===== src/hdl/toy_cpu_execute_stage_assert.svh =====
// assertion macros used by the toy cpu execute stage back end
`ifndef TOY_CPU_EXECUTE_STAGE_ASSERT_SVH
`define TOY_CPU_EXECUTE_STAGE_ASSERT_SVH
`ifndef SYNTHESIS
// same-cycle implication
`define TCE_ASSERT_IMP(lbl, clk, rst_n, ante, cons) \
    lbl: assert property (@(posedge clk) disable iff (!rst_n) (ante) |-> (cons)) \
        else $error("tce: same-cycle check failed");
// next-cycle implication
`define TCE_ASSERT_NXT(lbl, clk, rst_n, ante, cons) \
    lbl: assert property (@(posedge clk) disable iff (!rst_n) (ante) |=> (cons)) \
        else $error("tce: next-cycle check failed");
`else
`define TCE_ASSERT_IMP(lbl, clk, rst_n, ante, cons)
`define TCE_ASSERT_NXT(lbl, clk, rst_n, ante, cons)
`endif
`endif


===== src/hdl/tce_pkg.sv =====
// types, constants and codes of the toy cpu execute stage
package tce_pkg;

    localparam int REG_COUNT  = 16;
    localparam int MEM_WORDS  = 65536;
    localparam int WORD_W     = 16;
    localparam int OP_W       = 5;
    localparam int RIDX_OUT_W = 4;
    localparam int FULL_W     = 2 * WORD_W;
    localparam int RIW        = $clog2(REG_COUNT);
    localparam int MAW        = $clog2(MEM_WORDS);
    localparam int IQ_DEPTH   = 2;
    localparam int IQ_PW      = $clog2(IQ_DEPTH);
    localparam int IQ_CW      = $clog2(IQ_DEPTH + 1);
    localparam int RQ_DEPTH   = 2;
    localparam int RQ_PW      = $clog2(RQ_DEPTH);
    localparam int RQ_CW      = $clog2(RQ_DEPTH + 1);

    // jump targets are stored minus this offset
    localparam logic [FULL_W-1:0] PC_OFFSET = FULL_W'(4);

    typedef enum logic [OP_W-1:0] {
        OP_NONE  = 5'd0,
        OP_MOVE  = 5'd1,
        OP_ADD   = 5'd2,
        OP_SUB   = 5'd3,
        OP_AND   = 5'd4,
        OP_OR    = 5'd5,
        OP_NOT   = 5'd6,
        OP_NAND  = 5'd7,
        OP_NOR   = 5'd8,
        OP_XOR   = 5'd9,
        OP_CMP   = 5'd10,
        OP_JMP   = 5'd11,
        OP_BEQ   = 5'd12,
        OP_BNE   = 5'd13,
        OP_BGT   = 5'd14,
        OP_BLT   = 5'd15,
        OP_LOAD  = 5'd16,
        OP_STORE = 5'd17,
        OP_HALT  = 5'd18
    } t_opcode;

    typedef enum logic [2:0] {
        CL_NONE,
        CL_ALU,
        CL_CMP,
        CL_BRANCH,
        CL_LOAD,
        CL_STORE,
        CL_HALT
    } t_iclass;

    typedef enum logic [3:0] {
        ALU_MOVE,
        ALU_ADD,
        ALU_SUB,
        ALU_AND,
        ALU_OR,
        ALU_NOT,
        ALU_NAND,
        ALU_NOR,
        ALU_XOR
    } t_alu_op;

    typedef enum logic [2:0] {
        BR_ALWAYS,
        BR_EQ,
        BR_NE,
        BR_GT,
        BR_LT
    } t_br_cond;

    typedef enum logic [1:0] {
        ST_CLEAR,
        ST_READ,
        ST_EXEC,
        ST_LOAD
    } t_back_state;

    // decoded instruction as it sits in the instruction queue
    typedef struct packed {
        t_iclass             iclass;
        t_alu_op             alu_op;
        t_br_cond            br_cond;
        logic                imm_a;
        logic                imm_b;
        logic                imm_c;
        logic                reg_bad;
        logic [WORD_W-1:0]   opd_a;
        logic [WORD_W-1:0]   opd_b;
        logic [WORD_W-1:0]   opd_c;
    } t_dec_item;

    // one result transaction
    typedef struct packed {
        logic                  reg_valid;
        logic [RIDX_OUT_W-1:0] reg_index;
        logic [WORD_W-1:0]     reg_value;
        logic                  pc_valid;
        logic [FULL_W-1:0]     pc_value;
        logic                  halted;
        logic                  bad;
    } t_result;

endpackage


===== src/hdl/tce_front.sv =====
// front end: decodes and classifies each incoming instruction
module tce_front (
    input  logic [tce_pkg::OP_W-1:0]   i_op,
    input  logic                       i_first_is_immediate,
    input  logic                       i_second_is_immediate,
    input  logic                       i_third_is_immediate,
    input  logic [tce_pkg::WORD_W-1:0] i_first_operand,
    input  logic [tce_pkg::WORD_W-1:0] i_second_operand,
    input  logic [tce_pkg::WORD_W-1:0] i_third_operand,
    output tce_pkg::t_dec_item         o_item
);

    tce_pkg::t_iclass  cls;
    tce_pkg::t_alu_op  alu;
    tce_pkg::t_br_cond brc;
    logic              need_a;
    logic              need_b;
    logic              need_c;
    logic              need_dest;
    logic              bad_a;
    logic              bad_b;
    logic              bad_c;
    logic              bad_dest;

    // opcode to class and sub-operation
    always_comb begin
        cls = tce_pkg::CL_NONE;
        alu = tce_pkg::ALU_MOVE;
        brc = tce_pkg::BR_ALWAYS;
        unique case (tce_pkg::t_opcode'(i_op))
            tce_pkg::OP_MOVE:  begin cls = tce_pkg::CL_ALU; alu = tce_pkg::ALU_MOVE; end
            tce_pkg::OP_ADD:   begin cls = tce_pkg::CL_ALU; alu = tce_pkg::ALU_ADD;  end
            tce_pkg::OP_SUB:   begin cls = tce_pkg::CL_ALU; alu = tce_pkg::ALU_SUB;  end
            tce_pkg::OP_AND:   begin cls = tce_pkg::CL_ALU; alu = tce_pkg::ALU_AND;  end
            tce_pkg::OP_OR:    begin cls = tce_pkg::CL_ALU; alu = tce_pkg::ALU_OR;   end
            tce_pkg::OP_NOT:   begin cls = tce_pkg::CL_ALU; alu = tce_pkg::ALU_NOT;  end
            tce_pkg::OP_NAND:  begin cls = tce_pkg::CL_ALU; alu = tce_pkg::ALU_NAND; end
            tce_pkg::OP_NOR:   begin cls = tce_pkg::CL_ALU; alu = tce_pkg::ALU_NOR;  end
            tce_pkg::OP_XOR:   begin cls = tce_pkg::CL_ALU; alu = tce_pkg::ALU_XOR;  end
            tce_pkg::OP_CMP:   begin cls = tce_pkg::CL_CMP; end
            tce_pkg::OP_JMP:   begin cls = tce_pkg::CL_BRANCH; brc = tce_pkg::BR_ALWAYS; end
            tce_pkg::OP_BEQ:   begin cls = tce_pkg::CL_BRANCH; brc = tce_pkg::BR_EQ; end
            tce_pkg::OP_BNE:   begin cls = tce_pkg::CL_BRANCH; brc = tce_pkg::BR_NE; end
            tce_pkg::OP_BGT:   begin cls = tce_pkg::CL_BRANCH; brc = tce_pkg::BR_GT; end
            tce_pkg::OP_BLT:   begin cls = tce_pkg::CL_BRANCH; brc = tce_pkg::BR_LT; end
            tce_pkg::OP_LOAD:  begin cls = tce_pkg::CL_LOAD;  end
            tce_pkg::OP_STORE: begin cls = tce_pkg::CL_STORE; end
            tce_pkg::OP_HALT:  begin cls = tce_pkg::CL_HALT;  end
            default:           begin cls = tce_pkg::CL_NONE;  end
        endcase
    end

    // which operands each class reads
    always_comb begin
        need_a    = (cls != tce_pkg::CL_NONE) && (cls != tce_pkg::CL_HALT);
        need_b    = need_a && !((cls == tce_pkg::CL_ALU)
                                && (alu == tce_pkg::ALU_MOVE || alu == tce_pkg::ALU_NOT));
        need_c    = (cls == tce_pkg::CL_STORE);
        need_dest = (cls == tce_pkg::CL_ALU) || (cls == tce_pkg::CL_LOAD);
    end

    // register index range checks
    assign bad_a    = need_a && !i_first_is_immediate
                      && (i_first_operand >= tce_pkg::WORD_W'(tce_pkg::REG_COUNT));
    assign bad_b    = need_b && !i_second_is_immediate
                      && (i_second_operand >= tce_pkg::WORD_W'(tce_pkg::REG_COUNT));
    assign bad_c    = need_c && !i_third_is_immediate
                      && (i_third_operand >= tce_pkg::WORD_W'(tce_pkg::REG_COUNT));
    assign bad_dest = need_dest
                      && (i_third_operand >= tce_pkg::WORD_W'(tce_pkg::REG_COUNT));

    always_comb begin
        o_item.iclass  = cls;
        o_item.alu_op  = alu;
        o_item.br_cond = brc;
        o_item.imm_a   = i_first_is_immediate;
        o_item.imm_b   = i_second_is_immediate;
        o_item.imm_c   = i_third_is_immediate;
        o_item.reg_bad = bad_a || bad_b || bad_c || bad_dest;
        o_item.opd_a   = i_first_operand;
        o_item.opd_b   = i_second_operand;
        o_item.opd_c   = i_third_operand;
    end

endmodule


===== config.mk =====
export PLATFORM = sky130hd
export DESIGN_NAME = tce_front
export DESIGN_NICKNAME = d
export VERILOG_FILES = /design/src/hdl/toy_cpu_execute_stage_assert.svh /design/src/hdl/tce_pkg.sv /design/src/hdl/tce_front.sv
export SDC_FILE = /design/constraint.sdc
export NUM_CORES = 1
export LEC_CHECK = 0
export ABC_AREA = 1
export BUFFER_PORTS_ARGS = -buffer_cell sky130_fd_sc_hd__buf_2
export CAP_MARGIN = 20
export CORE_ASPECT_RATIO = 0.6
export CORE_UTILIZATION = 31
export DETAILED_ROUTE_END_ITERATION = 8
export PLACE_DENSITY = 0.84
export SYNTH_ARGS = -nofsm -noshare
export SYNTH_HDL_FRONTEND = slang
export SYNTH_SLANG_ARGS = --single-unit

===== constraint.sdc =====
create_clock -name vclk -period 1.45
set_clock_uncertainty 0.15 [all_clocks]
set_input_delay 0.0725 -clock vclk [all_inputs]
set_output_delay 0.0725 -clock vclk [all_outputs]
set_load 0.005 [all_outputs]

### Word-level counts from Yosys, hierarchy flattened

Cells that the tools add are included.

* register bits: 0

* order comparisons: 3
* eq/ne operators: 23
* multiplexer cells: 3
* reduce and logical (&&, ||, !) cells: 23

Operators by type and width (count)
* $ge 16x5->1 const B: 3
* $eq 5x4->1 const B: 8
* $pmux 4 s8: 1
* $eq 5x3->1 const B: 4
* $pmux 3 s6: 1
* $eq 5x5->1 const B: 3
* $pmux 3 s4: 1
* $eq 5x2->1 const B: 2
* $logic_and 1x1->1: 10
* $reduce_or 9->1: 1
* $eq 3x3->1 const B: 2
* $eq 5x1->1 const B: 1
* $logic_or 1x1->1: 5
* $reduce_or 5->1: 1
* $eq 4x3->1 const B: 1
* $logic_not 1->1: 4
* $logic_not 4->1: 1
* $eq 3x1->1 const B: 1
* $ne 3x3->1 const B: 1
* $reduce_bool 3->1: 1

### Depth between registers and ports, before layout

Gate-level depths: netlist of run 1.

* word-level depth: 12
* gate-level depth with buffers: 12
* depth with buffers taken out: 11

### Least setup slack after synthesis of run 1

OpenSTA, ideal clock, no wires.

* kind: input-to-output
* start point: input port i_op[2] (netlist bit)
* end point: output port o_item[48] (netlist bit)
* arrival: 0.932 ns
* path slack: 0.296 ns
* stages: 10
* path buffers: 1
* path through: buf_2 inv_1 nand3_1 nand2_2 nor2_4 nand2_2 inv_2 nand3_2 nand2_1 nand3_2

RTL lines
* from (decl): line tce_front.sv:3 `input logic [tce_pkg::OP_W-1:0] i_op,`
* to (decl): line tce_front.sv:10 `output tce_pkg::t_dec_item o_item`

==> results of run 1 <==
## power breakdown
part | internal, W | switching (W)
logic | 0.000160 | 0.000150
registers | 0 | 0
clock network | 0 | 0
## per-stage QoR
step	utilization, %	power [W]	hold WS [ns]
2_1_floorplan	-	0.0002059	0.02610
3_3_place_gp	40.03	0.0002563	-0.004965
3_5_place_dp	40.03	0.0002558	-0.004965
4_1_cts	45.23	0.0002866	0.1766
5_1_grt	48.27	0.0003443	0.1809
6_report	48.27	0.0003102	0.1762
## worst max-delay path by stage
stage	start	to	cells after the start
after floorplan	i_op[2]	o_item[48]	10
after global placement	i_op[4]	o_item[48]	9
after detailed placement	i_op[1]	o_item[48]	12
after CTS	i_op[1]	o_item[48]	12
after global routing	i_op[4]	o_item[48]	11
final	i_op[4]	o_item[48]	12
## cell type report
type / instances / share of cell area (%)
tap: 30 / 3.367
timing repair buffer: 108 / 55.78
multi-input combinational: 71 / 37.60
inverter: 9 / 3.255
## logic make-up (layout without fill, tap and decap cells)
group,after synthesis,in the layout,share of synthesized area [%]
AOI/OAI and AO/OA,6,6,4.199
buffers and inverters,62,117,53.34
and+or+nand+nor,65,65,42.46
## routing by layer
metal  vias up  global-route usage, %  part of all wire, %
li1        495                      -                    -
met4         0                      0                    0
met5         -                      0                    0
met1       431                  18.18                   39
met2        67                  26.93                   51
met3         0                  1.099                   10
## cell usage in the layout, fill, tap and decap left out, types with 2 or more instances in the layout
cell type and n:
inv_1 5, nand3_1 7, nor3_1 2, inv_2 3
buf_4 4, clkbuf_4 2, nand3_2 5, nor2_2 2
nand2_1 17, nor4_1 8, dlygate4sd3_1 12, nand2_2 5
nor2_1 11, nor2_4 6, buf_2 89
## repair_timing
| item | in CTS | in global routing |
|---|---|---|
| hold buffers | 12 | 0 |
| buffers inserted | 0 | 1 |
| endpoints found under the hold margin | 12 | 0 |
| endpoints found under the setup margin | 0 | 1 |
| gates resized for setup | 0 | 24 |
==> summary by stage, run 1 <==
Detailed routing
The detailed-router iteration count before antenna repair is 4. The detail-routed net length per standard cell is 10.44 µm. The post-detailed-route count of antenna-violating nets is 0. The detailed router finished its first iteration with 14 violations. The via count of the routed design is 993. The average vias per placed instance is 4.555.

After detailed routing, the total wire length is 2.277 mm. In the routed design, unresolved DRC markers number 0.

Die
The floorplan row count is 13. The region available for standard cell placement spans 0.002310 mm². The die is 67.77 µm wide.

The die covers 0.002810 mm². Once the floorplan was initialized, standard cells occupied 34.83% of the core. The die is 41.46 µm tall. The top-level I/O count is 118.

Min path
The origin of the worst min-delay path is i_first_operand[13]. The worst-case hold path end point is o_item[45]. Counting instances, the worst hold path has a depth of 2.

The path type of the worst min-delay path is primary input to output port.

Layout
The area taken by flip-flops and latches is 0 µm². The total number of nets in the final design is 246. The post-layout instance area is 0.001115 mm². The final cell count without fillers is 218. The total number of sequential cells is 0. The area growth from synthesis to layout is 38.57%. The number of antenna diodes in the final layout is 0.

The final-layout fill cell count is 231. The layout cell share with drive strength beyond 1 is 64.36%. The multi-input gate area in the final layout is 419.2 µm². The total of clock buffers placed in the layout is 0.

Job
The tool flagged a number of max-cap violations equal to 0.

Status
The run finished with clean final reports.

GRT
Global routing finished with a remaining overflow of 0. The initial antenna violation count came to 0. The via count of the first global-routing pass is 773. The first global-routing pass estimated 3.256 mm of wire. The pin count of the biggest net entering global routing is 9.

In the global route stage, overall resource usage came out at 14.25%.

STA
Adding up every negative setup slack in the final design gives 0 ns. Derived from the worst setup path, the maximum achievable clock frequency is 724.2 MHz. The number of endpoints failing setup at the final stage is 0. The final-report max-slew violation count is 0. The transition at the pin with the smallest max-transition slack is 0.2689 ns. After layout, the worst path uses 95.23% of the clock period. In this run the tightest slew margin relative to its limit is 81.91%. The routed design could run at a clock period as short as 1.381 ns.

Setup repair after global routing left no endpoint under its margin. The worst setup margin is 0.06915 ns. The number of endpoints with negative hold slack in the final report was 0.

Worst setup path
STA puts the critical path data arrival time at 1.16 ns. Among the stages of the critical path, the cell type that occurs most often is nand2_1. STA classifies the critical path endpoint as an output port. Along the worst path, the maximum fanout reaches 8. The critical path contains buffers and inverters numbering 3 combined.

Grouping stages by cell kind, the critical path spends the most delay in simple AND/OR/NAND/NOR gates. The slowest library cell on the worst path is clkbuf_4. For the worst setup path, the data required time is 1.23 ns. The critical path launch point type is a primary input. The stage delay of the slowest cell on the critical path is 0.17 ns. The setup path with the least slack is of type primary input to output port.

Traced cell by cell, the critical path runs through clkbuf_4 -> inv_1 -> nand2_1 -> a21oi_1 -> nor2_1 -> nand3_2 -> nand2_1 -> nand2_1 -> nand2_1 -> nand2_1 -> nand3_2 -> buf_2.

Synthesis
The count of synthesis-stage warnings from yosys is 0. By count the netlist is led by 52 x buf_4, 18 x nand2_1, 12 x nor2_1. The post-synthesis instance total is 133. The most common cell in the netlist is buf_4.

The synthesized design devotes to its leading area cell type 48.52% of total area. The number of different library cells used by synthesis comes to 18. When the netlist entered floorplanning its net count stood at 189.

Summed over all instances, the cell type with the most area after synthesis is buf_4. After synthesis, the cell types taking the most area are buf_4 49%, nand2_1 8.4%, nor4_1 6.2%. Sequential elements use 0% of the synthesized area. The post-synthesis area per instance is 6.049 µm². The cell area after synthesis is 804.5 µm².

Placement
The placed cell area is 924.6 µm². The number of cells after detailed placement is 205. The pre-CTS worst setup slack is 0.06445 ns. The HPWL after detailed placement is 1.714 mm. The number of input and output port buffers inserted is 94. The final estimated routing congestion in global placement is 0.9035.

Pwr
IR analysis of the VDD net gives a maximum drop of 0.1346 mV. The power per cell area is 278.2 mW/mm². The leakage power of the design is 0.6535 nW.
No activity file was read; power rests on OpenSTA's default activity.
==> inputs of run 2 (changes only) <==
Settings changed: BUFFER_PORTS_ARGS -buffer_cell sky130_fd_sc_hd__buf_2 to default, CAP_MARGIN 20 to default, CORE_AREA from default to 2 2 45 47, CORE_ASPECT_RATIO 0.6 to default, CORE_UTILIZATION 31 to default, DIE_AREA from default to 0 0 47 49, DONT_BUFFER_PORTS from default to 1, PLACE_DENSITY 0.84 to default.
==> run 2 against run 1 <==
  * Hold slack lost 0.15 ns
  * Wire length down 6.0%
  * Global-route usage is 2.8 points higher
  * Via count fell by 19%
  * Maximum frequency grew 18%
  * Worst setup slack better by 0.21 ns
==> summary by stage, run 2 (synthesis results as in run 1) <==
Worst setup path
The critical path launch point type is a primary input (unchanged). The number of buffers and inverters on the critical path was 0 (was 3). The kind of end point of the critical path was an output port (unchanged). The start-to-end type of the worst setup path is primary input to output port (unchanged). The instance count on the critical path is 10 (was 12). The arrival time of the worst setup path is 0.95 ns (was 1.16 ns). The slowest library cell on the worst path is nand3_1 (was clkbuf_4).

The stage delay of the slowest cell on the critical path is 0.18 ns (was 0.17 ns). The top cell family by delay on the critical path is simple AND/OR/NAND/NOR gates (unchanged). The required time at the endpoint of the critical path was 1.23 ns (about the same). The largest fanout on the critical path was 5 (was 8). Cell-by-cell listing of the critical path: nor2_1 -> nand3_1 -> nand2_2 -> nor2_4 -> nand3_2 -> nand2_1 -> nand2_1 -> nand2_1 -> nand2_1 -> nand3_2 (was clkbuf_4 -> inv_1 -> nand2_1 -> a21oi_1 -> nor2_1 -> nand3_2 -> nand2_1 -> nand2_1 -> nand2_1 -> nand2_1 -> nand3_2 -> buf_2). The most frequent cell on the critical path was nand2_1 (unchanged).

Die
The top-level I/O count was 118 (unchanged). The effective utilization at floorplan is 43.68% (was 34.83%). The height of the die was 49 µm (was 41.46 µm). The total die area is 0.002303 mm² (was 0.002810 mm²). The core box area is 0.001842 mm² (was 0.002310 mm²). The floorplan row count is 16 (was 13).

The die width is 47 µm (was 67.77 µm).

Pwr
The maximum ir drop on the vdd rail was 0.1159 mV (was 0.1346 mV). The leakage power of the design is 0.4121 nW (was 0.6535 nW). The power consumption is 0.0002285 W (was 0.0003102 W). The power per cell area was 239.7 mW/mm² (was 278.2 mW/mm²).

GRT
The initial antenna violation count came to 0 (unchanged). The via count of the first global-routing pass is 804 (was 773). The all-layer global routing usage is 17.03% (was 14.25%). The total grt overflow is 0 (unchanged). The global-route wire length before repair is 3.077 mm (was 3.256 mm). The pin count of the biggest net entering global routing is 9 (unchanged).

Detailed routing
The post-detailed-route count of antenna-violating nets came to 0 (unchanged). The detailed router's first-iteration violation count is 4 (was 14). The via count of the routed design was 802 (was 993). The routed wire length is 2.141 mm (was 2.277 mm). The detailed-router iteration count before antenna repair is 4 (unchanged). The average vias per placed instance came to 5.076 (was 4.555). The final routed DRC violation total is 0 (unchanged).

The detail-routed net length per standard cell came to 13.55 µm (was 10.44 µm).

STA
The transition at the pin with the smallest max-transition slack is 0.2865 ns (was 0.2689 ns). The final-report max-slew violation count is 0 (unchanged). The number of endpoints with negative hold slack in the final report came to 0 (unchanged). The highest clock rate is 851.8 MHz (was 724.2 MHz). The ratio of final minimum period to clock period is 80.96% (was 95.23%).

The shortest clock period the worst path allows after layout is 1.174 ns (was 1.381 ns). The number of endpoints failing setup at the final stage is 0 (unchanged). The worst-case headroom to the max-slew limit is 80.73% (was 81.91%). The worst setup margin is 0.2760 ns (was 0.06915 ns). The post-route setup TNS is 0 ns (unchanged).

Unrepaired setup endpoints after global routing: no (unchanged).

Layout
The multi-input gate area in the final layout is 375.4 µm² (was 419.2 µm²). The total number of sequential cells is 0 (unchanged). The diode insertion count for antenna repair was 0 (unchanged). The most common cell after layout, fill and taps aside is dlygate4sd3_1 (was buf_2). The total of clock buffers placed in the layout is 0 (unchanged).

The layout cell share with drive strength beyond 1 is 14.50% (was 64.36%). The area taken by flip-flops and latches is 0 µm² (unchanged). The post-layout instance area was 953.4 µm² (was 0.001115 mm²). The final-layout fill cell count came to 184 (was 231). The area growth from synthesis to layout was 18.51% (was 38.57%). The total number of nets in the final design is 189 (was 246). Top library cells by usage in the layout, fill and taps aside: 51 x dlygate4sd3_1, 18 x nand2_1, 12 x nor2_1 (was 89 x buf_2, 17 x nand2_1, 12 x dlygate4sd3_1).

Status
Outcome: finished, final reports clean (unchanged).

Min path
The path type of the worst min-delay path is primary input to output port (unchanged). The hold path depth is 1 (was 2).

Job
The count of maximum capacitance violations is 0 (unchanged).

Placement
The placed cell area is 442.9 µm² (was 924.6 µm²). The number of input and output port buffers inserted was 0 (was 94). The final estimated routing congestion in global placement is 0.7464 (was 0.9035). The detailed-placement wirelength estimate came to 1.346 mm (was 1.714 mm).

The pre-CTS worst setup slack is 0.2447 ns (was 0.06445 ns).

Clocking
The post-CTS resize count was 0 (unchanged).
## run 2: stage by stage
| stage | cells | util (%) | hold WS [ns] |
|---|---|---|---|
| final | 158 | 51.77 | 0.02794 |
| after global routing | 158 | 51.77 | 0.02960 |
| after CTS | 158 | 51.77 | 0.02895 |
| after detailed placement | 107 | 24.05 | -0.004965 |
| after global placement | 107 | 24.05 | -0.004965 |
| after floorplan | 133 | - | 0.02610 |
## run 2: what timing repair did
action / 4_1_cts / 5_1_grt
hold buffers: 51 / 0
endpoints found under the hold margin: 51 / 0
setup buffers: 0 / 0
## run 2: final cells by class
class | instances | share of cell area, %
well taps | 27 | 3.543
multi-input cells | 71 | 39.37
inverters | 9 | 3.543
repair buffers | 51 | 53.54
## run 2: path summary, 6_finish.rpt
| check | from | slack [ns] | end |
|---|---|---|---|
| worst min-delay path | i_op[0] | 0.03 | o_item[52] |
| worst max-delay path | i_op[1] | 0.28 | o_item[48] |
## run 2: layer usage
layer  share of wire, %  vias to the layer above  track usage [%]
met5                  0                        -                0
met4               0.61                        0            1.852
met3                 11                        2            1.852
met2                 58                       67            35.62
met1                 30                      355            16.67
li1                   -                      378                -
## run 2: power breakdown
part	total, W	internal (W)	switching, W
sequential	0	0	0
combinational	0.000229	0.000130	0.0000985
clock	0	0	0
==> inputs of run 3 (changes only) <==
Settings changed: ABC_AREA 1 to 0.
Clock period 1.45 ns to 1.1 ns, I/O delays scaled along.
==> run 3 against run 2 <==
  * Core utilization down 1.0 points
  * First-iteration DRC count up 50%
  * Non-clock buffer count up 3
  * Final cell count down 14%
  * Largest cell class unchanged
  * Highest routed layer is now met3
==> summary by stage, run 3 <==
Synthesis
The post-synthesis area per instance is 7.169 µm² (was 6.049 µm²). Dominant cells by area after synthesis: buf_4 48%, nor4_1 7.9%, buf_6 5.7% (was buf_4 49%, nand2_1 8.4%, nor4_1 6.2%). The cell area after synthesis came to 795.8 µm² (was 804.5 µm²). The fraction of synthesized cell area taken by the top area cell type came to 48.11% (was 48.52%). The number of distinct library cell variants in the gate-level netlist after synthesis is 27 (was 18). Post-synth top cells: 51 x buf_4, 10 x nor4_1, 6 x nand2_1 (was 52 x buf_4, 18 x nand2_1, 12 x nor2_1). The leading area contributor after synthesis was buf_4 (unchanged). The share of the yosys chip area belonging to registers is 0% (unchanged). The post-synthesis net count is 167 (was 189).

The post-synthesis instance total is 111 (was 133). The count of synthesis-stage warnings from yosys is 0 (unchanged). The most common cell in the netlist is buf_4 (unchanged).

GRT
The initial antenna violation count was 0 (unchanged). The total grt overflow is 0 (unchanged). The pin count of the biggest net entering global routing is 13 (was 9).

The via count of the first global-routing pass came to 660 (was 804). The all-layer global routing usage is 14.34% (was 17.03%). The global-route wire length before repair is 2.615 mm (was 3.077 mm).

Worst setup path
The number of buffers and inverters on the critical path came to 1 (was 0). Cell-by-cell listing of the critical path: dlygate4sd3_1 -> nor2_1 (was nor2_1 -> nand3_1 -> nand2_2 -> nor2_4 -> nand3_2 -> nand2_1 -> nand2_1 -> nand2_1 -> nand2_1 -> nand3_2). The top cell family by delay on the critical path is buffers and inverters (was simple AND/OR/NAND/NOR gates). The stage delay of the slowest cell on the critical path is 0.57 ns (was 0.18 ns).

The slowest library cell on the worst path is dlygate4sd3_1 (was nand3_1). The required time at the endpoint of the critical path is 0.89 ns (was 1.23 ns). The kind of end point of the critical path is an output port (unchanged). The largest fanout on the critical path was 9 (was 5). The start-to-end type of the worst setup path is primary input to output port (unchanged). The arrival time of the worst setup path is 0.77 ns (was 0.95 ns). The critical path launch point type is a primary input (unchanged).

Detailed routing
The final routed DRC violation total is 0 (unchanged). The detailed-router iteration count before antenna repair is 4 (unchanged). The detailed router's first-iteration violation count is 6 (was 4). The average vias per placed instance is 5.279 (was 5.076). The detail-routed net length per standard cell was 14.32 µm (was 13.55 µm). The via count of the routed design is 718 (was 802). The post-detailed-route count of antenna-violating nets is 0 (unchanged). The routed wire length is 1.947 mm (was 2.141 mm).

Layout
The total number of nets in the final design is 167 (was 189). Top library cells by usage in the layout, fill and taps aside: 53 x dlygate4sd3_1, 10 x nor4_1, 6 x nand2_1 (was 51 x dlygate4sd3_1, 18 x nand2_1, 12 x nor2_1). The layout cell share with drive strength beyond 1 was 14.68% (was 14.50%). The total number of sequential cells is 0 (unchanged). The diode insertion count for antenna repair is 0 (unchanged). The area taken by flip-flops and latches was 0 µm² (unchanged).

The final-layout fill cell count came to 171 (was 184). The most common cell after layout, fill and taps aside was dlygate4sd3_1 (unchanged). The total of clock buffers placed in the layout is 0 (unchanged). The area growth from synthesis to layout is 17.45% (was 18.51%).

STA
The transition at the pin with the smallest max-transition slack was 0.2799 ns (was 0.2865 ns). The highest clock rate is 1031 MHz. The post-route setup TNS is 0 ns (unchanged).

The number of endpoints failing setup at the final stage is 0 (unchanged). The final-report max-slew violation count came to 0 (unchanged). The worst hold slack after final layout is 0.02511 ns (was 0.02794 ns).

Unrepaired setup endpoints after global routing: no (unchanged). The worst-case headroom to the max-slew limit was 81.17% (was 80.73%). The number of endpoints with negative hold slack in the final report is 0 (unchanged). The ratio of final minimum period to clock period is 88.22%. The shortest clock period the worst path allows after layout is 0.9704 ns.

Clocking
The post-CTS resize count is 0 (unchanged). The post-CTS setup repair buffer count came to 0 (unchanged).

Placement
The detailed-placement wirelength estimate was 1.184 mm (was 1.346 mm). The final estimated routing congestion in global placement was 0.6587 (was 0.7464). The number of input and output port buffers inserted is 0 (unchanged).

Die
The height of the die is 49 µm (unchanged). The die width is 47 µm (unchanged). The top-level I/O count is 118 (unchanged).

The total die area was 0.002303 mm² (unchanged). The floorplan row count was 16 (unchanged). The effective utilization at floorplan is 43.21% (was 43.68%). The core box area is 0.001842 mm² (unchanged).

Job
The count of maximum capacitance violations is 0 (unchanged).

Pwr
The power per cell area is 292.5 mW/mm² (was 239.7 mW/mm²). The maximum ir drop on the vdd rail is 0.1228 mV (was 0.1159 mV). The leakage power of the design is 0.3385 nW (was 0.4121 nW).

Min path
The path type of the worst min-delay path was primary input to output port (unchanged).

Status
Outcome: finished, final reports clean (unchanged).
run 3: changes by cell type after synthesis, moves of 4 or more:
cell / previous run / this run
nor2_1: 12 / 5
nand2_2: 5 / 1
nand3_1: 8 / 3
inv_1: 7 / 0
buf_6: 0 / 4
o21ai_1: 0 / 5
nand2_1: 18 / 6
run 3: kinds of logic after synthesis:
family	Yosys count	synth area share (%)
AO/OA/AOI/OAI	13	10.69
XOR/XNOR	1	1.101
buffers and inverters	57	54.87
multiplexers	1	1.886
AND/OR/NAND/NOR	39	31.45
run 3: per-stage QoR:
stage	cell area, µm²	total power [W]	instances	setup WS [ns]	util, %
2_1_floorplan	795.8	0.0002736	111	0.1871	-
5_1_grt	934.6	0.0002958	136	0.09117	50.75
4_1_cts	934.6	0.0002728	136	0.1278	50.75
3_3_place_gp	404.1	0.00009605	83	0.1498	21.94
3_5_place_dp	404.1	0.00009746	83	0.1691	21.94
6_report	934.6	0.0002734	136	0.1296	50.75
run 3: path summary, 6_finish.rpt:
check	from	endpoint	slack [ns]	depth (start not counted)
hold / removal	i_op[1]	o_item[59]	0.03	1
setup / recovery	i_op[4]	o_item[56]	0.13	2
run 3: power by group:
part | switching [W] | internal, W | leakage (nW)
Combinational | 0.0000958 | 0.000178 | 0.339
Sequential | 0 | 0 | 0
Clock | 0 | 0 | 0
Total | 0.0000958 | 0.000178 | 0.339
run 3: what timing repair did:
item,in CTS,in global routing
setup endpoints to repair,0,0
hold buffers,53,0
hold endpoints to repair,54,0
run 3: area by class of cell:
| class | count | area (µm²) | share of cell area [%] |
|---|---|---|---|
| Multi-Input combinational cell | 54 | 359.1 | 38.42 |
| Inverter | 1 | 3.754 | 0.4016 |
| Timing Repair Buffer | 54 | 538.0 | 57.56 |
| Tap cell | 27 | 33.78 | 3.614 |
run 3: layer usage:
layer  GRT usage, %  share of wire, %  wire [µm]  vias up
met1          15.78                33        644      319
met5              0                 0          0        -
li1               -                 -          -      327
met4              0                 0          0        0
met2          29.45                54       1049       72
met3         0.7407                13        253        0
