===== src/hdl/toy_cpu_execute_stage_assert.svh =====
// assertion macros used by the toy cpu execute stage back end
`ifndef TOY_CPU_EXECUTE_STAGE_ASSERT_SVH
`define TOY_CPU_EXECUTE_STAGE_ASSERT_SVH
`ifndef SYNTHESIS
// same-cycle implication
`define TCE_ASSERT_IMP(lbl, clk, rst_n, ante, cons) \
    lbl: assert property (@(posedge clk) disable iff (!rst_n) (ante) |-> (cons)) \
        else $error("tce: same-cycle check failed");
// next-cycle implication
`define TCE_ASSERT_NXT(lbl, clk, rst_n, ante, cons) \
    lbl: assert property (@(posedge clk) disable iff (!rst_n) (ante) |=> (cons)) \
        else $error("tce: next-cycle check failed");
`else
`define TCE_ASSERT_IMP(lbl, clk, rst_n, ante, cons)
`define TCE_ASSERT_NXT(lbl, clk, rst_n, ante, cons)
`endif
`endif


===== src/hdl/tce_pkg.sv =====
// types, constants and codes of the toy cpu execute stage
package tce_pkg;

    localparam int REG_COUNT  = 16;
    localparam int MEM_WORDS  = 65536;
    localparam int WORD_W     = 16;
    localparam int OP_W       = 5;
    localparam int RIDX_OUT_W = 4;
    localparam int FULL_W     = 2 * WORD_W;
    localparam int RIW        = $clog2(REG_COUNT);
    localparam int MAW        = $clog2(MEM_WORDS);
    localparam int IQ_DEPTH   = 2;
    localparam int IQ_PW      = $clog2(IQ_DEPTH);
    localparam int IQ_CW      = $clog2(IQ_DEPTH + 1);
    localparam int RQ_DEPTH   = 2;
    localparam int RQ_PW      = $clog2(RQ_DEPTH);
    localparam int RQ_CW      = $clog2(RQ_DEPTH + 1);

    // jump targets are stored minus this offset
    localparam logic [FULL_W-1:0] PC_OFFSET = FULL_W'(4);

    typedef enum logic [OP_W-1:0] {
        OP_NONE  = 5'd0,
        OP_MOVE  = 5'd1,
        OP_ADD   = 5'd2,
        OP_SUB   = 5'd3,
        OP_AND   = 5'd4,
        OP_OR    = 5'd5,
        OP_NOT   = 5'd6,
        OP_NAND  = 5'd7,
        OP_NOR   = 5'd8,
        OP_XOR   = 5'd9,
        OP_CMP   = 5'd10,
        OP_JMP   = 5'd11,
        OP_BEQ   = 5'd12,
        OP_BNE   = 5'd13,
        OP_BGT   = 5'd14,
        OP_BLT   = 5'd15,
        OP_LOAD  = 5'd16,
        OP_STORE = 5'd17,
        OP_HALT  = 5'd18
    } t_opcode;

    typedef enum logic [2:0] {
        CL_NONE,
        CL_ALU,
        CL_CMP,
        CL_BRANCH,
        CL_LOAD,
        CL_STORE,
        CL_HALT
    } t_iclass;

    typedef enum logic [3:0] {
        ALU_MOVE,
        ALU_ADD,
        ALU_SUB,
        ALU_AND,
        ALU_OR,
        ALU_NOT,
        ALU_NAND,
        ALU_NOR,
        ALU_XOR
    } t_alu_op;

    typedef enum logic [2:0] {
        BR_ALWAYS,
        BR_EQ,
        BR_NE,
        BR_GT,
        BR_LT
    } t_br_cond;

    typedef enum logic [1:0] {
        ST_CLEAR,
        ST_READ,
        ST_EXEC,
        ST_LOAD
    } t_back_state;

    // decoded instruction as it sits in the instruction queue
    typedef struct packed {
        t_iclass             iclass;
        t_alu_op             alu_op;
        t_br_cond            br_cond;
        logic                imm_a;
        logic                imm_b;
        logic                imm_c;
        logic                reg_bad;
        logic [WORD_W-1:0]   opd_a;
        logic [WORD_W-1:0]   opd_b;
        logic [WORD_W-1:0]   opd_c;
    } t_dec_item;

    // one result transaction
    typedef struct packed {
        logic                  reg_valid;
        logic [RIDX_OUT_W-1:0] reg_index;
        logic [WORD_W-1:0]     reg_value;
        logic                  pc_valid;
        logic [FULL_W-1:0]     pc_value;
        logic                  halted;
        logic                  bad;
    } t_result;

endpackage


===== src/hdl/tce_iq.sv =====
// short instruction queue between the front end and the back end
module tce_iq (
    input  logic               i_clk,
    input  logic               i_rst_n,
    input  logic               i_push,
    input  tce_pkg::t_dec_item i_item,
    output logic               o_full,
    input  logic               i_pop,
    output logic               o_valid,
    output tce_pkg::t_dec_item o_item
);

    tce_pkg::t_dec_item              r_slot [tce_pkg::IQ_DEPTH];
    logic [tce_pkg::IQ_PW-1:0]       r_wr_ptr;
    logic [tce_pkg::IQ_PW-1:0]       r_rd_ptr;
    logic [tce_pkg::IQ_CW-1:0]       r_count;
    logic [tce_pkg::IQ_PW-1:0]       n_wr_ptr;
    logic [tce_pkg::IQ_PW-1:0]       n_rd_ptr;
    logic [tce_pkg::IQ_CW-1:0]       n_count;
    logic                            do_push;
    logic                            do_pop;

    assign o_full  = (r_count == tce_pkg::IQ_CW'(tce_pkg::IQ_DEPTH));
    assign o_valid = (r_count != '0);
    assign o_item  = r_slot[r_rd_ptr];
    assign do_push = i_push && !o_full;
    assign do_pop  = i_pop && o_valid;

    // pointer and count update
    always_comb begin
        n_wr_ptr = r_wr_ptr;
        n_rd_ptr = r_rd_ptr;
        n_count  = r_count;
        if (do_push) begin
            n_wr_ptr = (r_wr_ptr == tce_pkg::IQ_PW'(tce_pkg::IQ_DEPTH - 1))
                       ? '0 : r_wr_ptr + tce_pkg::IQ_PW'(1);
        end
        if (do_pop) begin
            n_rd_ptr = (r_rd_ptr == tce_pkg::IQ_PW'(tce_pkg::IQ_DEPTH - 1))
                       ? '0 : r_rd_ptr + tce_pkg::IQ_PW'(1);
        end
        if (do_push && !do_pop) begin
            n_count = r_count + tce_pkg::IQ_CW'(1);
        end else if (do_pop && !do_push) begin
            n_count = r_count - tce_pkg::IQ_CW'(1);
        end
    end

    always_ff @(posedge i_clk) begin
        if (!i_rst_n) begin
            r_wr_ptr <= '0;
            r_rd_ptr <= '0;
            r_count  <= '0;
        end else begin
            r_wr_ptr <= n_wr_ptr;
            r_rd_ptr <= n_rd_ptr;
            r_count  <= n_count;
        end
    end

    // slot storage
    always_ff @(posedge i_clk) begin
        if (do_push) begin
            r_slot[r_wr_ptr] <= i_item;
        end
    end

endmodule


===== config.mk =====
export PLATFORM = sky130hd
export DESIGN_NAME = tce_iq
export DESIGN_NICKNAME = d
export VERILOG_FILES = /design/src/hdl/toy_cpu_execute_stage_assert.svh /design/src/hdl/tce_pkg.sv /design/src/hdl/tce_iq.sv
export SDC_FILE = /design/constraint.sdc
export NUM_CORES = 1
export LEC_CHECK = 0
export ABC_AREA = 1
export BUFFER_PORTS_ARGS = -buffer_cell sky130_fd_sc_hd__buf_2
export CORE_UTILIZATION = 40
export CTS_CLUSTER_DIAMETER = 40
export CTS_CLUSTER_SIZE = 16
export DETAILED_ROUTE_END_ITERATION = 12
export GPL_TIMING_DRIVEN = 0
export PLACE_DENSITY_LB_ADDON = 0.12
export SYNTH_ARGS = -nofsm -noshare
export SYNTH_HDL_FRONTEND = slang
export SYNTH_SLANG_ARGS = --single-unit

===== constraint.sdc =====
create_clock -name i_clk -period 4.9 [get_ports i_clk]
set_clock_uncertainty 0.1 [all_clocks]
set_input_delay 1.225 -clock i_clk [delete_from_list [all_inputs] [get_ports i_clk]]
set_output_delay 1.225 -clock i_clk [all_outputs]
set_load 0.02 [all_outputs]

Yosys cells after proc, flatten, opt, wreduce, memory -nomap -nowiden
Memory sizes are Yosys's and may differ from the RTL's. A register that Yosys moved wholly into a read port is not among the register bits.
Cells that the tools add are included.
Widths: inputs -> output; s select.
{"block": "totals", "word_cells": 26, "ramBits": 124, "in_bits": 66, "register_bits": 4, "n_memories": 1, "out_inout_bits": 64}
{"block": "op_classes", "n_mux": 8, "reduce_logical": 9, "eq_ne": 1, "addsub": 4}
{"name": "r_slot", "words": 2, "width": 62, "rd": 1, "rd_clocked_by_memory_dff": 1, "wr": 1, "line": "tce_iq.sv:13", "text": "tce_pkg::t_dec_item r_slot [tce_pkg::IQ_DEPTH];"}
{"cell": "$mux 1", "n": 6}
{"cell": "$logic_and 1x1->1", "n": 4}
{"cell": "$mux 2", "n": 2}
{"cell": "$reduce_bool 2->1", "n": 2}
{"cell": "$logic_not 1->1", "n": 3}
{"cell": "$add 1x1->1 const B", "n": 2}
{"cell": "$add 2x1->2 const B", "n": 1}
{"cell": "$eq 2x2->1 const B", "n": 1}
{"cell": "$sub 2x1->2 const B", "n": 1}

Logic depth before layout (Yosys ltp)
Gate-level depths: netlist (run 1).
{"block": "depth", "depth_word": 7, "ltp_mapped": 10, "depth_no_buf": 10}

Worst setup path after synthesis (run 1)
Ideal clock, no wire load.
{"block": "synth_path", "path_kind": "input-to-reg", "startpoint": "input port i_push", "endpoint": "memory r_slot[0][0] (netlist bit), enable pin", "slack_ns": 0.433, "path_buffers": 0, "setup_ns": 0.482, "t_arrival_ns": 3.885, "required_time_ns": 4.318, "path_stages": 2, "path_cell_list": "o21ai_2 -> nor2_1"}
{"block": "synth_via", "elab_chain_len": 3}
{"item": "start, declared", "line": "tce_iq.sv:5", "text": "input logic i_push,"}
{"item": "$logic_and 1x1->1", "line": "tce_iq.sv:26", "text": "assign do_push = i_push && !o_full;"}
{"item": "$mux 1", "line": "tce_iq.sv:63", "text": "if (do_push) begin"}
{"item": "$mux 1 (not written as such)", "line": "tce_iq.sv:64", "text": "r_slot[r_wr_ptr] <= i_item;"}
{"item": "end, declared", "line": "tce_iq.sv:13"}
Every way passes these cells.

==> metrics.txt, run 1 <==
# TYPE chip_impl_metric gauge
chip_impl_metric{name="cellPowerDensity",unit="nW/um^2"} 574
chip_impl_metric{name="die_span_in_x",unit="um"} 114
chip_impl_metric{name="postRouteAntennaNets",unit=""} 0
chip_impl_info{name="setup.worst_path.end_class",value="output port"} 1
chip_impl_info{name="timing.critical_path.to",value="o_item[1]"} 1
chip_impl_metric{name="antenna_cells_inserted",unit=""} 0
chip_impl_metric{name="routed_wl",unit="mm"} 8.40
chip_impl_metric{name="leakagePower",unit="uW"} 0.00264
chip_impl_metric{name="syn_avg_cell_area",unit="sq um"} 21.8
chip_impl_metric{name="clk-insertion-delay-late",unit="ps"} 410
chip_impl_info{name="reg2reg_to",value="r_count[1]"} 1
chip_impl_metric{name="syn_area",unit="sq um"} 5020
chip_impl_metric{name="initial_drt_markers",unit=""} 125
chip_impl_metric{name="via_count",unit=""} 2509
chip_impl_info{name="root_buffer",value="clkbuf_16"} 1
chip_impl_metric{name="post-route-util",unit=""} 0.548
chip_impl_metric{name="worst_ir_drop_vdd",unit="mV"} 0.279
chip_impl_info{name="tritoncts",value="built"} 1
chip_impl_metric{name="area_growth",unit="%"} 32.1
chip_impl_metric{name="top_level_ports",unit=""} 130
chip_impl_metric{name="post_route_clock_period_utilization",unit=""} 0.589
chip_impl_info{name="netlist_top_cells_area",value="edfxtp_1 74%, mux2_4 18%, buf_12 2.4%"} 1
chip_impl_metric{name="power_after_layout",unit="uW"} 3810
chip_impl_info{name="cp-start-kind",value="flop"} 1
chip_impl_metric{name="cts_made_buffers",unit=""} 17
chip_impl_metric{name="synthDominantCellAreaShare",unit=""} 0.741
chip_impl_metric{name="number_of_max_capacitance_violations_reported",unit=""} 0
chip_impl_metric{name="finalWeightedCongestion",unit=""} 0.708
chip_impl_metric{name="floorplan.die_area",unit="sq um"} 13000
chip_impl_metric{name="worst_case_reg_to_reg_path_depth",unit=""} 9
chip_impl_metric{name="synth-warning-count",unit=""} 0
chip_impl_metric{name="clock_tree.htree_level_count",unit=""} 4
chip_impl_metric{name="clkSlewWorstSetupHoldPaths",unit="ps"} 50
chip_impl_metric{name="start_util",unit=""} 0.415
chip_impl_metric{name="post_synth_num_cell_types",unit=""} 16
chip_impl_info{name="grt_setup_unrepaired",value="false"} 1
chip_impl_metric{name="rows",unit=""} 40
chip_impl_metric{name="cp.arrival",unit="ps"} 1560
chip_impl_metric{name="cp_data_required_time",unit="ps"} 3580
chip_impl_metric{name="instances_no_fill",unit=""} 563
chip_impl_metric{name="drive_above_1_share",unit=""} 0.590
chip_impl_metric{name="num-nets-final",unit=""} 449
chip_impl_metric{name="postCtsSetupRepairBufs",unit=""} 0
chip_impl_metric{name="final-hold-violation-count",unit=""} 0
chip_impl_metric{name="drc",unit=""} 0
chip_impl_metric{name="synth.ff_latch_count",unit=""} 129
chip_impl_metric{name="numClockSinks",unit=""} 129
chip_impl_info{name="run_status",value="complete, no violations"} 1
chip_impl_metric{name="finalMaxSlewViolations",unit=""} 0
chip_impl_metric{name="cts.path.max_buffers",unit=""} 2
chip_impl_metric{name="synth_nets",unit=""} 297
chip_impl_metric{name="worst-slew-pin-transition",unit="ps"} 426
chip_impl_metric{name="setup_viol_count_final",unit=""} 0
chip_impl_info{name="synth_area_leader_cell",value="edfxtp_1"} 1
chip_impl_metric{name="finalCriticalPeriod",unit="ps"} 2890
chip_impl_info{name="timing_worst_setup_path_type",value="flop to output port"} 1
chip_impl_metric{name="path_max_fanout",unit=""} 10
chip_impl_metric{name="post-place-cells",unit=""} 531
chip_impl_info{name="rr_startpoint",value="r_count[1]"} 1
chip_impl_metric{name="core_region_area",unit="sq um"} 12100
chip_impl_metric{name="portBuffers",unit=""} 129
chip_impl_metric{name="rrSetupSlack",unit="ps"} 3250
chip_impl_metric{name="via_cell_ratio",unit=""} 4.46
chip_impl_metric{name="setup_ws",unit="ps"} 2010
chip_impl_metric{name="die_h",unit="um"} 114
chip_impl_metric{name="first_pass_grt_wire_length",unit="mm"} 12.8
chip_impl_metric{name="pre_repair_dr_iteration_count",unit=""} 4
chip_impl_metric{name="vias_in_the_first_global_route",unit=""} 2549
chip_impl_metric{name="placement.setup.worst_slack",unit="ps"} 2390
chip_impl_metric{name="relSlewSlack",unit=""} 0.715
chip_impl_metric{name="seq_area_frac_synth",unit=""} 0.761
chip_impl_metric{name="grt_antenna_before_repair",unit=""} 0
chip_impl_metric{name="post_synth_inst_count",unit=""} 230
chip_impl_info{name="hold_path.class",value="flop to flop"} 1
chip_impl_metric{name="max_clock_freq",unit="GHz"} 0.346
chip_impl_metric{name="sum_of_overflow_across_all_layers_after_global_routing",unit=""} 0
chip_impl_metric{name="post_cts_resize_count",unit=""} 0
chip_impl_metric{name="detailed_place_hpwl",unit="mm"} 5.46
chip_impl_metric{name="postCtsHoldBufs",unit=""} 0
chip_impl_metric{name="wl_per_cell",unit="um"} 14.9
chip_impl_metric{name="grt_use_total",unit=""} 0.138
chip_impl_metric{name="grt_max_degree",unit=""} 31
per-layer routing:
metal / up-vias / track usage / part of all wire
met5: - / 0 / 0
met4: 0 / 0.0831 / 0.022
met3: 16 / 0.0556 / 0.066
met2: 79 / 0.235 / 0.51
met1: 1211 / 0.144 / 0.40
li1: 1203 / - / -
registers in the layout, indices dropped and copies added, names as in the netlist, named ones only:
register,flops
r_count,2
r_wr_ptr,1
r_slot,124
r_rd_ptr,1
power by group:
part / internal (uW) / total (uW) / switching [uW]
Sequential: 1390 / 1440 / 42.6
Combinational: 456 / 982 / 526
Clock: 963 / 1390 / 427
Total: 2810 / 3810 / 995
cells in the mapped netlist:
cell type,instances
ha_1,1
mux2_2,2
nand4_1,1
nand2_1,7
o21ai_2,1
buf_6,1
edfxtp_1,124
mux2_4,60
buf_12,6
o21a_1,1
nand3_1,1
nor2_1,9
a21oi_1,1
inv_1,8
dfxtp_1,5
o21ai_0,2
through the flow:
stage	instance area (sq um)	hold slack (ps)	setup TNS [ps]
floorplan	5020	367	0
global route	6630	456	0
finish	6630	416	0
CTS	6630	415	0
detailed placement	5970	396	0
global placement	5880	378	-173680
cell usage in the layout (no fill, tap or decap):
cell type,n
buf_12,10
o21a_1,1
edfxtp_1,124
dfxtp_1,5
mux2_2,2
inv_1,8
clkbuf_8,1
bufinv_16,6
ha_1,1
clkinv_2,2
o21ai_2,1
clkinv_1,1
nor2_1,7
nor2_4,2
clkinvlp_4,2
clkbuf_1,3
buf_6,1
clkbuf_16,17
o21ai_0,2
buf_2,129
nand4_1,1
a21oi_1,1
mux2_4,60
nand2_1,7
nand3_1,1
cell families after synthesis:
family / after synthesis / synth area share
compound gates: 5 / 0.00623
fa+ha+maj: 1 / 0.00249
buf+inv: 15 / 0.0321
flops: 129 / 0.761
mux: 62 / 0.184
simple gates: 18 / 0.0142
how the worst min path moves through the flow:
stage	from	to	depth (start not counted)	slack (ps)
floorplan	r_rd_ptr	flop	2	370
global placement	r_rd_ptr	r_rd_ptr	2	380
detailed placement	r_rd_ptr	flop	2	400
CTS	r_rd_ptr	flop	2	420
global route	r_rd_ptr	flop	2	460
finish	r_rd_ptr	flop	2	420
critical path: stages (launching register included):
cell	delay, ps
dfxtp_1	320
buf_6	200
buf_12	170
mux2_4	300
buf_2	160
area by class of cell:
class	instances	area, sq um
multi-input combinational	86	1050
timing repair buffer	133	726
fill	988	5480
clock buffer	21	450
tap	168	210
inverter	8	30.0
sequential	129	3820
clock inverter	11	209
buffer	7	131
No activity file was read; power rests on OpenSTA's default activity.
==> run 2: changes to the inputs <==
clock period = 2.5 ns   (was 4.9 ns; I/O delays follow)
==> metrics.txt, run 2 (same netlist as run 1, synthesis figures left out) <==
# TYPE chip_impl_metric gauge
chip_impl_metric{name="worst-slew-pin-transition",unit="ps"} 564
chip_impl_info{name="hold_path.class",value="primary input to flop"} 1
chip_impl_metric{name="timing.critical_path.slowest_cell_delay",unit="ps"} 320
chip_impl_metric{name="cp.arrival",unit="ps"} 1560
chip_impl_metric{name="start_util",unit=""} 0.415
chip_impl_metric{name="grt_use_met3",unit=""} 0.0524
chip_impl_info{name="critical_path_cell_list",value="buf_6 > buf_12 > mux2_4 > buf_2"} 1
chip_impl_metric{name="setup_viol_count_final",unit=""} 0
chip_impl_metric{name="via_count",unit=""} 2505
chip_impl_metric{name="path_max_fanout",unit=""} 10
chip_impl_metric{name="final-hold-violation-count",unit=""} 0
chip_impl_info{name="grt_setup_unrepaired",value="false"} 1
chip_impl_metric{name="grt_max_degree",unit=""} 27
chip_impl_metric{name="relSlewSlack",unit=""} 0.623
chip_impl_info{name="worst_path_max_delay_cell",value="dfxtp_1"} 1
chip_impl_metric{name="num-nets-final",unit=""} 449
chip_impl_metric{name="worst_ir_drop_vdd",unit="mV"} 0.546
chip_impl_metric{name="post_cts_resize_count",unit=""} 0
chip_impl_metric{name="worst_case_reg_to_reg_path_depth",unit=""} 3
chip_impl_metric{name="floorplan.die_area",unit="sq um"} 13000
chip_impl_metric{name="hold-path-cell-count",unit=""} 1
chip_impl_info{name="root_buffer",value="clkbuf_16"} 1
chip_impl_info{name="hold_start",value="i_item[4]"} 1
chip_impl_metric{name="number_of_max_capacitance_violations_reported",unit=""} 0
chip_impl_info{name="setup.worst_path.end_class",value="output port"} 1
chip_impl_metric{name="leakagePower",unit="uW"} 0.00262
chip_impl_metric{name="grt_antenna_before_repair",unit=""} 0
chip_impl_metric{name="setup_ws",unit="ps"} 215
chip_impl_metric{name="rows",unit=""} 40
chip_impl_metric{name="area_growth",unit="%"} 30.9
chip_impl_metric{name="pre_repair_dr_iteration_count",unit=""} 4
chip_impl_metric{name="core_region_area",unit="sq um"} 12100
chip_impl_metric{name="portBuffers",unit=""} 129
chip_impl_info{name="layout.cells.most_common",value="buf_2"} 1
chip_impl_info{name="reg.largest.list",value="r_slot: 124 flops, r_count: 2 flops"} 1
chip_impl_metric{name="grt_use_total",unit=""} 0.138
chip_impl_info{name="timing_worst_setup_path_type",value="flop to output port"} 1
chip_impl_metric{name="postCtsSetupRepairBufs",unit=""} 0
chip_impl_info{name="reg2reg_to",value="r_slot[1][40]"} 1
chip_impl_metric{name="wl_per_cell",unit="um"} 14.9
chip_impl_metric{name="routed_wl",unit="mm"} 8.38
chip_impl_metric{name="numClockSinks",unit=""} 129
chip_impl_metric{name="max_clock_freq",unit="GHz"} 0.438
chip_impl_info{name="cp-start-kind",value="flop"} 1
chip_impl_metric{name="clk-insertion-delay-late",unit="ps"} 410
chip_impl_info{name="global_route.peak_usage_layer",value="met2"} 1
chip_impl_metric{name="top_level_ports",unit=""} 130
chip_impl_metric{name="finalMaxSlewViolations",unit=""} 0
chip_impl_metric{name="die_h",unit="um"} 114
chip_impl_metric{name="drc",unit=""} 0
chip_impl_metric{name="finalWeightedCongestion",unit=""} 0.709
chip_impl_info{name="most-common-layout-cells",value="129 x buf_2, 124 x edfxtp_1, 60 x mux2_4, 17 x clkbuf_16, 10 x buf_12"} 1
chip_impl_info{name="sink_of_the_worst_hold_path",value="r_slot[0][4]"} 1
chip_impl_metric{name="cellPowerDensity",unit="nW/um^2"} 1100
chip_impl_metric{name="cp_data_required_time",unit="ps"} 1770
chip_impl_metric{name="detailed_place_hpwl",unit="mm"} 5.60
chip_impl_metric{name="die_span_in_x",unit="um"} 114
chip_impl_info{name="run_status",value="complete, no violations"} 1
chip_impl_metric{name="first_pass_grt_wire_length",unit="mm"} 12.8
chip_impl_metric{name="largest_register_ff_count",unit=""} 124
chip_impl_metric{name="initial_drt_markers",unit=""} 79
chip_impl_metric{name="antenna_cells_inserted",unit=""} 0
chip_impl_metric{name="rrSetupSlack",unit="ps"} 770
chip_impl_metric{name="postCtsHoldBufs",unit=""} 0
chip_impl_metric{name="nFillCells",unit=""} 1025
chip_impl_info{name="biggest_register",value="r_slot"} 1
chip_impl_metric{name="drive_above_1_share",unit=""} 0.590
chip_impl_metric{name="cts.path.max_buffers",unit=""} 2
chip_impl_metric{name="placement.setup.worst_slack",unit="ps"} 462
chip_impl_info{name="tritoncts",value="built"} 1
chip_impl_metric{name="grt_util_met1",unit=""} 0.147
chip_impl_metric{name="finalCriticalPeriod",unit="ps"} 2280
chip_impl_metric{name="fin_tns_setup",unit="ps"} 0
chip_impl_metric{name="cts_made_buffers",unit=""} 17
chip_impl_metric{name="postRouteAntennaNets",unit=""} 0
chip_impl_metric{name="vias_in_the_first_global_route",unit=""} 2536
chip_impl_metric{name="clkSlewWorstSetupHoldPaths",unit="ps"} 60
chip_impl_metric{name="via_cell_ratio",unit=""} 4.45
chip_impl_metric{name="sum_of_overflow_across_all_layers_after_global_routing",unit=""} 0
chip_impl_metric{name="post_route_clock_period_utilization",unit=""} 0.914
chip_impl_metric{name="clock_tree.htree_level_count",unit=""} 4
chip_impl_metric{name="grt.met2_usage",unit=""} 0.231
chip_impl_info{name="rr_startpoint",value="r_count[0]"} 1
## run 2: cell count changes in the layout (fill, tap and decap cells not counted), sizes merged
cell	change
clkinv	+4
bufinv	-2
clkbuf	-1
clkinvlp	-1
## run 2: per-stage QoR
step | std cells | hold WS (ps) | cell area (sq um) | utilization | total power [uW]
6_report | 563 | 300 | 6580 | 0.543 | 7240
5_1_grt | 563 | 277 | 6580 | 0.543 | 7550
4_1_cts | 563 | 278 | 6580 | 0.543 | 7340
3_5_place_dp | 531 | 400 | 5970 | 0.493 | 4830
3_3_place_gp | 527 | 380 | 5880 | 0.486 | 4760
2_1_floorplan | 230 | 367 | 5030 | - | 4250
## run 2: area by class of cell
class,instances,area (sq um),area share
buffer,7,131,0.0200
clock buffer,20,437,0.0664
clock inverter,12,165,0.0251
inverter,8,30.0,0.00457
multi-input combinational,86,1050,0.160
sequential,129,3820,0.581
tap,168,210,0.0320
timing repair buffer,133,726,0.110
## run 2: how the worst max path moves through the flow
stage                                to  slack, ps  cells past startpoint
after floorplan            r_slot[0][0]       -330                      2
after global placement    r_slot[1][40]      -1530                      3
after detailed placement  r_slot[1][53]        460                      4
after CTS                    o_item[59]        160                      4
after global routing         o_item[47]        130                      4
final                        o_item[59]        220                      4
## run 2: power by group
| part | leakage, uW | total (uW) | switching [uW] | internal, uW |
|---|---|---|---|---|
| sequential | 0.00120 | 2820 | 82.7 | 2730 |
| clock | 0.000295 | 2500 | 842 | 1650 |
| combinational | 0.00113 | 1930 | 1030 | 894 |
| total | 0.00262 | 7240 | 1960 | 5280 |
## run 2: worst max-delay path, delay by kind of cell (launching register included)
family | cells | cell delay, ps
muxes | 1 | 300
buffers and inverters | 3 | 530
DFF | 1 | 320
## run 2: metal layers
metal	up-vias	routed length, um
met5	-	0
met4	0	198
met3	14	472
met2	71	4410
met1	1221	3300
li1	1199	-
==> run 3: changes to the inputs <==
ABC_AREA = not set   (was 1)
==> metrics.txt, run 3 <==
# TYPE chip_impl_metric gauge
chip_impl_info{name="yosysMostFrequentCell",value="edfxtp_1"} 1
chip_impl_metric{name="portBuffers",unit=""} 129
chip_impl_metric{name="post_route_clock_period_utilization",unit=""} 0.944
chip_impl_metric{name="initial_drt_markers",unit=""} 91
chip_impl_metric{name="number_of_max_capacitance_violations_reported",unit=""} 0
chip_impl_info{name="timing_worst_setup_path_type",value="flop to output port"} 1
chip_impl_metric{name="grt_use_total",unit=""} 0.141
chip_impl_metric{name="postCtsSetupRepairBufs",unit=""} 0
chip_impl_metric{name="grt.met2_usage",unit=""} 0.211
chip_impl_metric{name="post_synth_inst_count",unit=""} 218
chip_impl_metric{name="top_level_ports",unit=""} 130
chip_impl_metric{name="synth-warning-count",unit=""} 0
chip_impl_metric{name="antenna_cells_inserted",unit=""} 0
chip_impl_metric{name="drive_above_1_share",unit=""} 0.607
chip_impl_metric{name="timing.critical_path.slowest_cell_delay",unit="ps"} 360
chip_impl_metric{name="yosys.area_share.adder",unit=""} 0.00266
chip_impl_info{name="most-common-layout-cells",value="129 x buf_2, 124 x edfxtp_1, 62 x mux2_2, 17 x clkbuf_16, 8 x clkinv_2"} 1
chip_impl_metric{name="setup_viol_count_final",unit=""} 0
chip_impl_metric{name="drc",unit=""} 0
chip_impl_metric{name="postPlaceCellArea",unit="sq um"} 5660
chip_impl_metric{name="path_max_fanout",unit=""} 10
chip_impl_metric{name="syn_avg_cell_area",unit="sq um"} 21.6
chip_impl_info{name="setup.worst_path.end_class",value="output port"} 1
chip_impl_metric{name="postCtsHoldBufs",unit=""} 0
chip_impl_info{name="layout.cells.most_common",value="buf_2"} 1
chip_impl_info{name="critical_path_cell_list",value="clkbuf_4 > buf_4 > mux2_2 > buf_2"} 1
chip_impl_metric{name="vias_in_the_first_global_route",unit=""} 2551
chip_impl_metric{name="routed_wl",unit="mm"} 8.17
chip_impl_info{name="combinational_family_with_the_most_area_after_synthesis",value="multiplexers"} 1
chip_impl_metric{name="via_cell_ratio",unit=""} 4.68
chip_impl_metric{name="die_span_in_x",unit="um"} 110
chip_impl_metric{name="worst_ir_drop_vdd",unit="mV"} 0.589
chip_impl_metric{name="start_util",unit=""} 0.411
chip_impl_metric{name="area_growth",unit="%"} 30.7
chip_impl_info{name="run_status",value="complete, no violations"} 1
chip_impl_info{name="root_buffer",value="clkbuf_16"} 1
chip_impl_metric{name="numClockSinks",unit=""} 129
chip_impl_info{name="reg.largest.list",value="r_slot: 124 flops, r_count: 2 flops"} 1
chip_impl_metric{name="grt_max_degree",unit=""} 38
chip_impl_metric{name="cts.path.max_buffers",unit=""} 2
chip_impl_metric{name="cp.arrival",unit="ps"} 1640
chip_impl_metric{name="num-nets-final",unit=""} 438
chip_impl_metric{name="relSlewSlack",unit=""} 0.566
chip_impl_info{name="cp-start-kind",value="flop"} 1
chip_impl_info{name="hold_path.class",value="primary input to flop"} 1
chip_impl_metric{name="sum_of_overflow_across_all_layers_after_global_routing",unit=""} 0
chip_impl_metric{name="syn_area",unit="sq um"} 4710
chip_impl_info{name="netlist_top_cells_area",value="edfxtp_1 79%, mux2_2 15%, dfxtp_1 2.1%"} 1
chip_impl_metric{name="synth_edf_count",unit=""} 124
chip_impl_info{name="flip_flop_cell_with_the_highest_count_after_synthesis",value="edfxtp_1"} 1
chip_impl_metric{name="synthDominantCellAreaShare",unit=""} 0.791
chip_impl_metric{name="synth_xor_area_frac",unit=""} 0.00558
chip_impl_metric{name="floorplan.die_area",unit="sq um"} 12200
chip_impl_metric{name="finalWeightedCongestion",unit=""} 0.691
chip_impl_metric{name="synth_nets",unit=""} 285
chip_impl_metric{name="worst-slew-pin-transition",unit="ps"} 649
chip_impl_metric{name="die_h",unit="um"} 110
chip_impl_metric{name="seq_area_frac_synth",unit=""} 0.812
chip_impl_metric{name="synth-simple-area-share",unit=""} 0.0122
chip_impl_metric{name="grt_use_met3",unit=""} 0.0593
chip_impl_metric{name="grt_util_met1",unit=""} 0.172
chip_impl_metric{name="post_synth_num_cell_types",unit=""} 22
chip_impl_metric{name="post_cts_resize_count",unit=""} 0
chip_impl_metric{name="via_count",unit=""} 2465
chip_impl_info{name="synth_area_leader_cell",value="edfxtp_1"} 1
chip_impl_info{name="biggest_register",value="r_slot"} 1
chip_impl_metric{name="timing.critical_path.buf_inv",unit=""} 3
chip_impl_info{name="timing.critical_path.max_delay_family",value="buffers and inverters"} 1
chip_impl_metric{name="cellPowerDensity",unit="nW/um^2"} 1090
chip_impl_metric{name="ys_async_sr_fraction",unit=""} 0
chip_impl_info{name="grt_setup_unrepaired",value="false"} 1
chip_impl_info{name="tritoncts",value="built"} 1
chip_impl_metric{name="synth.ff_latch_count",unit=""} 129
chip_impl_metric{name="yosys-mux-area-fraction",unit=""} 0.148
chip_impl_metric{name="core_region_area",unit="sq um"} 11500
chip_impl_metric{name="fin_tns_setup",unit="ps"} 0
chip_impl_metric{name="grt_antenna_before_repair",unit=""} 0
chip_impl_metric{name="detailed_place_hpwl",unit="mm"} 5.35
chip_impl_info{name="global_route.peak_usage_layer",value="met2"} 1
chip_impl_metric{name="cp_data_required_time",unit="ps"} 1770
chip_impl_metric{name="clk-insertion-delay-late",unit="ps"} 400
chip_impl_metric{name="leakagePower",unit="uW"} 0.00233
chip_impl_metric{name="largest_register_ff_count",unit=""} 124
chip_impl_metric{name="cts_made_buffers",unit=""} 17
chip_impl_metric{name="rows",unit=""} 39
chip_impl_metric{name="clkSlewWorstSetupHoldPaths",unit="ps"} 50
chip_impl_metric{name="finalCriticalPeriod",unit="ps"} 2360
chip_impl_metric{name="postRouteAntennaNets",unit=""} 0
chip_impl_metric{name="max_clock_freq",unit="GHz"} 0.424
chip_impl_info{name="worst_path_max_delay_cell",value="mux2_2"} 1
chip_impl_metric{name="finalMaxSlewViolations",unit=""} 0
chip_impl_metric{name="post-route-util",unit=""} 0.537
chip_impl_metric{name="synth_compound_gate_area_share",unit=""} 0.00691
chip_impl_info{name="synth.top_cells.by_count",value="124 x edfxtp_1, 62 x mux2_2, 6 x buf_4"} 1
chip_impl_metric{name="pre_repair_dr_iteration_count",unit=""} 4
chip_impl_metric{name="first_pass_grt_wire_length",unit="mm"} 12.7
chip_impl_metric{name="final-hold-violation-count",unit=""} 0
chip_impl_metric{name="clock_tree.htree_level_count",unit=""} 4
chip_impl_metric{name="post-route-cell-area",unit="sq um"} 6160
chip_impl_metric{name="wl_per_cell",unit="um"} 15.5
==> run 3: changes by cell type after synthesis, moves of 2 or more <==
cell and change:
buf_4 +6, nor2_1 -8, nand2_1 -7, buf_12 -6
mux2_2 +60, xnor2_1 +2, mux2_4 -60, and2_1 +3
inv_1 -7
==> run 3: path summary, 6_finish.rpt <==
| path | startpoint | slack [ps] | endpoint | cells after the start |
|---|---|---|---|---|
| worst max-delay path | flop | 140 | o_item[15] | 4 |
| worst min register to register | r_count[1] | 420 | r_count[1] | 2 |
| worst min-delay path | i_item[46] | 310 | r_slot[0][46] | 1 |
| worst max register to register | r_count[0] | 530 | r_slot[0][25] | 5 |
==> run 3: report_power, final <==
group          switching, uW  leakage (uW)  internal, uW
sequential              68.1       0.00120          2720
clock                    814      0.000249          1250
combinational           1070      0.000885           795
total                   1950       0.00233          4760
==> run 3: kinds of logic after synthesis <==
group                    count (synthesis)
AO/OA/AOI/OAI                            5
adder cells (fa/ha/maj)                  1
buffers and inverters                    9
multiplexers                            62
flip-flops                             129
XOR/XNOR                                 3
AND/OR/NAND/NOR                          9
==> run 3: per-stage QoR <==
| stage | hold WS, ps | worst slack (ps) | power (uW) | std cells |
|---|---|---|---|---|
| after floorplan | 379 | -208 | 4070 | 218 |
| after global placement | 396 | -1340 | 4620 | 490 |
| after detailed placement | 415 | 267 | 4720 | 495 |
| after CTS | 289 | 43.0 | 6800 | 527 |
| after global routing | 288 | 31.0 | 7010 | 527 |
| final | 309 | 139 | 6710 | 527 |
==> run 3: area by class of cell <==
| cell class | instances | area, sq um |
|---|---|---|
| buffer | 7 | 52.6 |
| clock buffer | 24 | 452 |
| clock inverter | 8 | 40.0 |
| fill | 968 | 5310 |
| inverter | 2 | 20.0 |
| multi-input combinational | 80 | 838 |
| sequential | 129 | 3820 |
| tap | 143 | 179 |
| timing repair buffer | 134 | 751 |
==> run 3: routing by layer <==
metal / share of wire / vias up
met5: 0 / -
met4: 0.021 / 0
met3: 0.064 / 16
met2: 0.47 / 81
met1: 0.44 / 1198
li1: - / 1170
